===== config.mk =====
export PLATFORM = sky130hd
export DESIGN_NAME = touch_keypad_code_lock_top_flat
export DESIGN_NICKNAME = d
export VERILOG_FILES = /design/src/rtl/tkl_pkg.sv /design/src/rtl/tkl_if.sv /design/src/rtl/touch_keypad_code_lock_top.sv /design/src/rtl/tkl_cfg_regs.sv /design/src/rtl/tkl_zone_decode.sv /design/src/rtl/tkl_lock_core.sv /design/src/flat_wrapper.sv
export SDC_FILE = /design/constraint.sdc
export NUM_CORES = 1
export LEC_CHECK = 0
export BUFFER_PORTS_ARGS = -buffer_cell sky130_fd_sc_hd__buf_2
export CAP_MARGIN = 40
export CORE_UTILIZATION = 57
export CTS_CLUSTER_DIAMETER = 40
export DETAILED_ROUTE_END_ITERATION = 7
export PLACE_DENSITY = 0.87
export SLEW_MARGIN = 20
export SYNTH_ARGS = -nofsm -noshare
export SYNTH_HDL_FRONTEND = slang
export SYNTH_HIERARCHICAL = 1
export SYNTH_SLANG_ARGS = --single-unit

===== constraint.sdc =====
create_clock -name clk -period 11 [get_ports clk]
set_input_delay 2.2 -clock clk [delete_from_list [all_inputs] [get_ports clk]]
set_output_delay 2.2 -clock clk [all_outputs]
set_load 0.005 [all_outputs]

===== src/rtl/tkl_pkg.sv =====
package tkl_pkg;

	// keypad geometry in pixels
	localparam int ZonePitch = 90;
	localparam int RowOffset = 15;

	// entry buffer length and the configured part of the code
	localparam int CodeLength = 4;
	localparam int NumCodeRegs = 4;
	localparam int CntW = $clog2(CodeLength + 1);
	localparam int IdxW = (CodeLength > 1) ? $clog2(CodeLength) : 1;
	localparam int CodeIdxW = (NumCodeRegs > 1) ? $clog2(NumCodeRegs) : 1;

	// code positions past the registers are fixed digits, this is the first one
	localparam logic [3:0] ExtraDigitStart = 4'((NumCodeRegs + 1) % 10);

	localparam int XW = 10;
	localparam int YW = 9;
	localparam int KeyW = 4;
	localparam int ActW = 3;
	localparam int CountOutW = 3;

	// configuration port
	localparam int PdataW = 32;
	localparam int PaddrW = CodeIdxW + 2;

	localparam logic [3:0] KeyStar = 4'd10;
	localparam logic [3:0] KeyHash = 4'd11;

	typedef logic [NumCodeRegs-1:0][KeyW-1:0] code_keys_t;

	typedef enum logic [ActW-1:0] {
		ACT_IGNORED = 3'd0,
		ACT_STORED  = 3'd1,
		ACT_QUIT    = 3'd2,
		ACT_DELETE  = 3'd3,
		ACT_CLEAR   = 3'd4,
		ACT_CORRECT = 3'd5,
		ACT_WRONG   = 3'd6
	} act_t;

	typedef enum logic [1:0] {
		BTN_QUIT    = 2'd0,
		BTN_DELETE  = 2'd1,
		BTN_CLEAR   = 2'd2,
		BTN_CONFIRM = 2'd3
	} btn_t;

	typedef struct packed {
		logic            key_hit;
		logic            btn_hit;
		btn_t            btn;
		logic [KeyW-1:0] key;
	} zone_t;

	// key layout: rows 1 2 3 / 4 5 6 / 7 8 9 / * 0 #
	function automatic logic [KeyW-1:0] key_at(input logic [1:0] row, input logic [1:0] col);
		logic [KeyW-1:0] k;
		if (row == 2'd3) begin
			case (col)
				2'd0: k = KeyStar;
				2'd1: k = 4'd0;
				default: k = KeyHash;
			endcase
		end else begin
			k = 4'({2'b00, row} * 4'd3 + {2'b00, col} + 4'd1);
		end
		return k;
	endfunction

	function automatic logic [KeyW-1:0] code_reset(input int pos);
		return 4'((pos + 1) % 10);
	endfunction

endpackage


===== src/rtl/tkl_if.sv =====
interface tkl_touch_if;
	logic                     valid;
	logic                     ready;
	logic [tkl_pkg::XW-1:0]   touch_x;
	logic [tkl_pkg::YW-1:0]   touch_y;

	modport source(output valid, output touch_x, output touch_y, input ready);
	modport sink(input valid, input touch_x, input touch_y, output ready);
endinterface

interface tkl_result_if;
	logic                          valid;
	logic                          ready;
	logic [tkl_pkg::ActW-1:0]      action;
	logic [tkl_pkg::KeyW-1:0]      key_code;
	logic [tkl_pkg::CountOutW-1:0] entered_count;

	modport source(output valid, output action, output key_code, output entered_count,
		input ready);
	modport sink(input valid, input action, input key_code, input entered_count,
		output ready);
endinterface


===== src/rtl/touch_keypad_code_lock_top.sv =====
// Touch keypad code lock. Each touch transfer (x, y in pixels) is mapped to a
// zone of a 3-by-4 key grid (1-9, star, 0, hash) at columns 90..359 or to a
// column of quit, delete, clear and confirm buttons at 450..719, rows taken as
// (y + 15) / 90 in 1..4, and gives exactly one result transfer: the action,
// the decoded key and the number of keys held. Up to four keys are buffered;
// confirm compares them with the four code registers (APB, byte addresses
// 0, 4, 8, 12, reset code 1 2 3 4) and any confirm, quit or clear empties the
// buffer. One touch is accepted every cycle unless the input stalls, which it
// does only while a result is held unread; a touch goes through an input
// register and then a result register before its result is offered.
module touch_keypad_code_lock_top (
	input  logic                         clk,
	input  logic                         arst_n,
	tkl_touch_if.sink                    touch,
	tkl_result_if.source                 result,
	input  logic                         psel,
	input  logic                         penable,
	input  logic                         pwrite,
	input  logic [tkl_pkg::PaddrW-1:0]   paddr,
	input  logic [tkl_pkg::PdataW-1:0]   pwdata,
	output logic [tkl_pkg::PdataW-1:0]   prdata,
	output logic                         pready
);

	logic                   valid_s1;
	logic [tkl_pkg::XW-1:0] x_s1;
	logic [tkl_pkg::YW-1:0] y_s1;
	logic                   advance;
	logic                   in_ready;
	logic                   step;

	tkl_pkg::zone_t         zone;
	tkl_pkg::code_keys_t    code;

	assign advance     = !result.valid || result.ready;
	assign in_ready    = !valid_s1 || advance;
	assign touch.ready = in_ready;
	assign step        = valid_s1 && advance;

	always_ff @(posedge clk or negedge arst_n) begin
		if (!arst_n) begin
			valid_s1 <= 1'b0;
		end else if (in_ready) begin
			valid_s1 <= touch.valid;
		end
	end

	always_ff @(posedge clk) begin
		if (touch.valid && in_ready) begin
			x_s1 <= touch.touch_x;
			y_s1 <= touch.touch_y;
		end
	end

	tkl_cfg_regs u_cfg (
		.clk     (clk),
		.arst_n  (arst_n),
		.psel    (psel),
		.penable (penable),
		.pwrite  (pwrite),
		.paddr   (paddr),
		.pwdata  (pwdata),
		.prdata  (prdata),
		.pready  (pready),
		.code    (code)
	);

	tkl_zone_decode u_decode (
		.touch_x (x_s1),
		.touch_y (y_s1),
		.zone    (zone)
	);

	tkl_lock_core u_core (
		.clk        (clk),
		.arst_n     (arst_n),
		.step       (step),
		.zone       (zone),
		.code       (code),
		.out_ready  (result.ready),
		.out_valid  (result.valid),
		.out_action (result.action),
		.out_key    (result.key_code),
		.out_count  (result.entered_count)
	);

endmodule


===== src/rtl/tkl_cfg_regs.sv =====
module tkl_cfg_regs (
	input  logic                         clk,
	input  logic                         arst_n,
	input  logic                         psel,
	input  logic                         penable,
	input  logic                         pwrite,
	input  logic [tkl_pkg::PaddrW-1:0]   paddr,
	input  logic [tkl_pkg::PdataW-1:0]   pwdata,
	output logic [tkl_pkg::PdataW-1:0]   prdata,
	output logic                         pready,
	output tkl_pkg::code_keys_t          code
);

	tkl_pkg::code_keys_t              code_q;
	logic                             wr_en;
	logic [tkl_pkg::CodeIdxW-1:0]     reg_idx;

	assign pready  = 1'b1;
	assign wr_en   = psel & penable & pwrite;
	assign reg_idx = paddr[tkl_pkg::PaddrW-1:2];

	always_ff @(posedge clk or negedge arst_n) begin
		if (!arst_n) begin
			for (int i = 0; i < tkl_pkg::NumCodeRegs; i++) begin
				code_q[tkl_pkg::CodeIdxW'(i)] <= tkl_pkg::code_reset(i);
			end
		end else if (wr_en) begin
			code_q[reg_idx] <= pwdata[tkl_pkg::KeyW-1:0];
		end
	end

	assign prdata = {{(tkl_pkg::PdataW - tkl_pkg::KeyW){1'b0}}, code_q[reg_idx]};
	assign code   = code_q;

endmodule


===== src/rtl/tkl_zone_decode.sv =====
module tkl_zone_decode (
	input  logic [tkl_pkg::XW-1:0] touch_x,
	input  logic [tkl_pkg::YW-1:0] touch_y,
	output tkl_pkg::zone_t         zone
);

	logic [tkl_pkg::XW-1:0] ys;
	logic                   row_hit;
	logic [1:0]             row_idx;
	logic                   key_col;
	logic [1:0]             col_idx;
	logic                   btn_col;

	// row = (y + offset) / pitch, only rows 1..4 matter
	assign ys = {1'b0, touch_y} + tkl_pkg::XW'(tkl_pkg::RowOffset);

	always_comb begin
		row_hit = 1'b0;
		row_idx = '0;
		for (int r = 0; r < 4; r++) begin
			if (ys >= tkl_pkg::XW'(tkl_pkg::ZonePitch * (r + 1)) &&
				ys < tkl_pkg::XW'(tkl_pkg::ZonePitch * (r + 2))) begin
				row_hit = 1'b1;
				row_idx = 2'(r);
			end
		end
	end

	// key columns 1..3, button columns 5..7
	always_comb begin
		key_col = 1'b0;
		col_idx = '0;
		for (int c = 0; c < 3; c++) begin
			if (touch_x >= tkl_pkg::XW'(tkl_pkg::ZonePitch * (c + 1)) &&
				touch_x < tkl_pkg::XW'(tkl_pkg::ZonePitch * (c + 2))) begin
				key_col = 1'b1;
				col_idx = 2'(c);
			end
		end
	end

	assign btn_col = (touch_x >= tkl_pkg::XW'(tkl_pkg::ZonePitch * 5)) &&
		(touch_x < tkl_pkg::XW'(tkl_pkg::ZonePitch * 8));

	always_comb begin
		zone.key_hit = row_hit & key_col;
		zone.btn_hit = row_hit & btn_col;
		zone.btn     = tkl_pkg::btn_t'(row_idx);
		zone.key     = tkl_pkg::key_at(row_idx, col_idx);
	end

endmodule


===== src/rtl/tkl_lock_core.sv =====
module tkl_lock_core (
	input  logic                            clk,
	input  logic                            arst_n,
	input  logic                            step,
	input  tkl_pkg::zone_t                  zone,
	input  tkl_pkg::code_keys_t             code,
	input  logic                            out_ready,
	output logic                            out_valid,
	output logic [tkl_pkg::ActW-1:0]        out_action,
	output logic [tkl_pkg::KeyW-1:0]        out_key,
	output logic [tkl_pkg::CountOutW-1:0]   out_count
);

	logic [tkl_pkg::CntW-1:0]                          count_q;
	logic [tkl_pkg::CodeLength-1:0][tkl_pkg::KeyW-1:0] slots_q;

	tkl_pkg::act_t              act_d;
	logic [tkl_pkg::KeyW-1:0]   key_d;
	logic [tkl_pkg::CntW-1:0]   count_d;
	logic                       wr_en;
	logic                       match;
	logic [tkl_pkg::KeyW-1:0]   exp_key;
	logic [tkl_pkg::KeyW-1:0]   digit;

	tkl_pkg::act_t                  act_q;
	logic [tkl_pkg::KeyW-1:0]       key_q;
	logic [tkl_pkg::CountOutW-1:0]  res_count_q;
	logic                           valid_q;

	// buffer compare against the code; fixed digits follow the registers
	always_comb begin
		match   = (count_q == tkl_pkg::CntW'(tkl_pkg::CodeLength));
		digit   = tkl_pkg::ExtraDigitStart;
		exp_key = '0;
		for (int k = 0; k < tkl_pkg::CodeLength; k++) begin
			if (k < tkl_pkg::NumCodeRegs) begin
				exp_key = code[tkl_pkg::CodeIdxW'(k)];
			end else begin
				exp_key = digit;
				digit   = (digit == 4'd9) ? 4'd0 : digit + 4'd1;
			end
			if (slots_q[tkl_pkg::IdxW'(k)] != exp_key) begin
				match = 1'b0;
			end
		end
	end

	always_comb begin
		act_d   = tkl_pkg::ACT_IGNORED;
		key_d   = '0;
		count_d = count_q;
		wr_en   = 1'b0;
		if (zone.key_hit) begin
			key_d = zone.key;
			if (count_q < tkl_pkg::CntW'(tkl_pkg::CodeLength)) begin
				wr_en   = 1'b1;
				count_d = count_q + 1'b1;
				act_d   = tkl_pkg::ACT_STORED;
			end
		end else if (zone.btn_hit) begin
			unique case (zone.btn)
				tkl_pkg::BTN_QUIT: begin
					count_d = '0;
					act_d   = tkl_pkg::ACT_QUIT;
				end
				tkl_pkg::BTN_DELETE: begin
					if (count_q != '0) begin
						count_d = count_q - 1'b1;
					end
					act_d = tkl_pkg::ACT_DELETE;
				end
				tkl_pkg::BTN_CLEAR: begin
					count_d = '0;
					act_d   = tkl_pkg::ACT_CLEAR;
				end
				tkl_pkg::BTN_CONFIRM: begin
					count_d = '0;
					act_d   = match ? tkl_pkg::ACT_CORRECT : tkl_pkg::ACT_WRONG;
				end
				default: begin
					act_d = tkl_pkg::ACT_IGNORED;
				end
			endcase
		end
	end

	always_ff @(posedge clk or negedge arst_n) begin
		if (!arst_n) begin
			count_q <= '0;
		end else if (step) begin
			count_q <= count_d;
		end
	end

	always_ff @(posedge clk) begin
		if (step && wr_en) begin
			slots_q[count_q[tkl_pkg::IdxW-1:0]] <= zone.key;
		end
	end

	// result register, a held result stalls the step
	always_ff @(posedge clk or negedge arst_n) begin
		if (!arst_n) begin
			valid_q <= 1'b0;
		end else if (step) begin
			valid_q <= 1'b1;
		end else if (out_ready) begin
			valid_q <= 1'b0;
		end
	end

	always_ff @(posedge clk) begin
		if (step) begin
			act_q       <= act_d;
			key_q       <= key_d;
			res_count_q <= tkl_pkg::CountOutW'(count_d);
		end
	end

	assign out_valid  = valid_q;
	assign out_action = act_q;
	assign out_key    = key_q;
	assign out_count  = res_count_q;

`ifndef SYNTH
	a_count_bound: assert property (@(posedge clk) disable iff (!arst_n)
		count_q <= tkl_pkg::CntW'(tkl_pkg::CodeLength))
		else $error("entry count above code length");

	a_store_inc: assert property (@(posedge clk) disable iff (!arst_n)
		step && act_d == tkl_pkg::ACT_STORED |=> count_q == $past(count_q) + 1'b1)
		else $error("stored key did not advance the count");

	a_result_count: assert property (@(posedge clk) disable iff (!arst_n)
		valid_q |-> res_count_q == tkl_pkg::CountOutW'(count_q))
		else $error("shown count differs from buffer state");

	a_correct_full: assert property (@(posedge clk) disable iff (!arst_n)
		step && act_d == tkl_pkg::ACT_CORRECT |-> count_q == tkl_pkg::CntW'(tkl_pkg::CodeLength))
		else $error("correct reported with a partial buffer");

	a_no_step_held: assert property (@(posedge clk) disable iff (!arst_n)
		valid_q && !out_ready |-> !step)
		else $error("step while a result is held");
`endif

endmodule


===== src/flat_wrapper.sv =====
// flat-port wrapper written by rule: the top's interface ports become plain ports
module touch_keypad_code_lock_top_flat 
  (clk, arst_n, psel, penable, pwrite, paddr, pwdata, prdata, pready, touch_valid, touch_touch_x, touch_touch_y, touch_ready, result_valid, result_action, result_key_code, result_entered_count, result_ready);
  tkl_touch_if touch_i ();
  tkl_result_if result_i ();
  input  logic clk;
  input  logic arst_n;
  input  logic psel;
  input  logic penable;
  input  logic pwrite;
  input  logic [tkl_pkg::PaddrW-1:0] paddr;
  input  logic [tkl_pkg::PdataW-1:0] pwdata;
  output logic [tkl_pkg::PdataW-1:0] prdata;
  output logic pready;
  input wire logic [$bits(touch_i.valid)-1:0] touch_valid;
  input wire logic [$bits(touch_i.touch_x)-1:0] touch_touch_x;
  input wire logic [$bits(touch_i.touch_y)-1:0] touch_touch_y;
  output wire logic [$bits(touch_i.ready)-1:0] touch_ready;
  output wire logic [$bits(result_i.valid)-1:0] result_valid;
  output wire logic [$bits(result_i.action)-1:0] result_action;
  output wire logic [$bits(result_i.key_code)-1:0] result_key_code;
  output wire logic [$bits(result_i.entered_count)-1:0] result_entered_count;
  input wire logic [$bits(result_i.ready)-1:0] result_ready;
  assign touch_i.valid = touch_valid;
  assign touch_i.touch_x = touch_touch_x;
  assign touch_i.touch_y = touch_touch_y;
  assign touch_ready = touch_i.ready;
  assign result_valid = result_i.valid;
  assign result_action = result_i.action;
  assign result_key_code = result_i.key_code;
  assign result_entered_count = result_i.entered_count;
  assign result_i.ready = result_ready;
  touch_keypad_code_lock_top u_core (.clk(clk), .arst_n(arst_n), .touch(touch_i), .result(result_i), .psel(psel), .penable(penable), .pwrite(pwrite), .paddr(paddr), .pwdata(pwdata), .prdata(prdata), .pready(pready));
endmodule

==> run metrics <==
P_leak 1.686 nW; layout cells sized above 1 between 20 and 30%; grt ovf 0; Setup WS pre-CTS 5.691 ns; Post-Syn Area between 3000 and 4000 µm²; Final Instance Area between 4000 and 5000 µm²; largest net degree at the start of global routing 19; status finished clean; final setup margin approximately 5.7 ns; RSZ-0062 raised after global routing no; Tot GR Track Use around 23%; Util after Layout ~67%; number of clock sinks 57; Setup Fix Bufs, Post-CTS 0; fmax ~190 MHz; min cycle time layout around 5.3 ns; global-route wire length before repair 11.34 mm; post-cts hold buffer count 0; endpoints failing setup 0; CP peak stage delay 0.53 ns; fin cells roughly 450; Slew headroom 41.01%; post-route clock period utilization between 40% and 50%; Die ar. around 6800 µm²; crit path capture type output pin; CP arrival 3.08 ns; vias per cell around 6; ANT nets after route 0; vias in the first global route 2485; r2r setup slk between 6 and 7 ns; Die W 82.30 µm; core area ~6000 µm²; HP Class register to register; via count between 2000 and 3000; Worst Max-Slew Pin Slew 0.8830 ns; worst-path cell chain buf_2 > mux4_2 > buf_2; synth-to-layout area growth 10.52%; WS Path Type input port to output pin; Cells after Synth 328; nets between 400 and 500; Site Rows 28; critical path peak fanout 8; Cells after DPL around 430; antenna violations before repair 0; worst skew pair latency 0.33 ns; Max Slew Vio Count 0; placed cell area about 3800 µm²; Worst path slowest cell mux4_2; Initial Util 60.63%; Ports roughly 110; Avg Synthesized Cell Area about 11 µm²; cts repair resizes 0; setup tns final 0 ns; Worst Skew 0.009143 ns; Die Span Y slightly above 80 µm; Req. time, crit path ~9 ns; CP dominant cell by count buf_2; Pwr per Cell Area ~170 nW/µm²; clock-pin slew on the worst setup and hold paths ~0.07 ns; Max-Cap Viols 0; Worst VDD drop approximately 0.00011 V; clock buffer depth 2; CTS tree done; YS warnings 6; Pwr Total ~0.71 mW; Fin. Hold Viols 0; GPL Wtd Cong ~0.87; H-tree depth 3; DP HPWL 4.797 mm; hold path cells 1; IO Port Bufs 46; n_diodes 0; crit start category input port; DRT iter0 DRCs roughly 130; Residual DRC 0; Detailed Routing Iterations Pass 1 5; WL/cell roughly 15 µm; CTS buffer count 9; drt total wl 6.880 mm; Hold Worst Slack 0.5669 ns; CTS Root Cell clkbuf_8; Worst Reg-to-Reg Cells 13
## power by group
group          switching (mW)  internal, mW
combinational          0.0828        0.0819
sequential             0.0324         0.268
clock                  0.0925         0.153
## metal layers
layer	GRT usage (%)	share of wire [%]
met5	0	0
met4	6.316	1.4
met3	6.374	5.6
met2	39.34	50
met1	27.42	43
## cell usage in the layout (no fill, tap or decap), drive strengths merged, types with 3 or more instances in the layout
master,n
buf,48
edfxtp,44
conb,29
inv,17
o21ai,16
mux2,13
a21oi,12
nand2,12
nor2,11
dfrtp,11
clkbuf,11
ha,10
nand2b,10
nor2b,7
and2,7
nor4,6
xnor2,6
xor2,6
nor3b,6
nand3,5
a211o,5
and3,5
mux4,4
a31oi,4
a21o,4
bufinv,3
or2,3
nor4b,3
a311oi,3
o211ai,3
nand3b,3
a21boi,3
## path summary, 6_finish.rpt
kind	start	end
hold reg to reg	u_core/u_core/count_q[1]$_DFFE_PN0P_	u_core/u_core/count_q[1]$_DFFE_PN0P_
setup / recovery	paddr[2]	prdata[1]
hold / removal	u_core/u_core/count_q[1]$_DFFE_PN0P_	u_core/u_core/count_q[1]$_DFFE_PN0P_
setup reg to reg	u_core/y_s1[1]$_DFFE_PP_	u_core/u_core/out_key[1]$_SDFFCE_PN0P_
max in group asynchronous	arst_n	u_core/u_cfg/code[0]$_DFFE_PN1P_
min in group asynchronous	arst_n	u_core/valid_s1$_DFFE_PN0P_
## state kept, by name, summed over array words and instances (netlist names)
| name | cells |
|---|---|
| u_core/u_core/count_q | 3 |
| u_core/x_s1 | 9 |
| u_core/u_core/out_valid | 1 |
| u_core/valid_s1 | 1 |
| u_core/u_core/out_action | 3 |
| u_core/u_core/out_count | 3 |
| u_core/u_core/out_key | 4 |
| u_core/u_core/slots_q | 8 |
| u_core/u_cfg/code | 16 |
| u_core/y_s1 | 9 |
## critical path: cells and delay by family
family | cells | cell delay [ns]
buffers and inverters | 2 | 0.36
muxes | 1 | 0.53
## area by class of cell
cell class              instances  area [µm²]
multi-input cells             238        1755
clock inverters                 7       125.1
repair buffers                 50       257.7
flip-flops and latches         57        1649
inverters                      15       56.30
fillers                       452        1999
well taps                      75       93.84
clock buffers                   9       123.9
No activity file was read; power rests on OpenSTA's default activity.
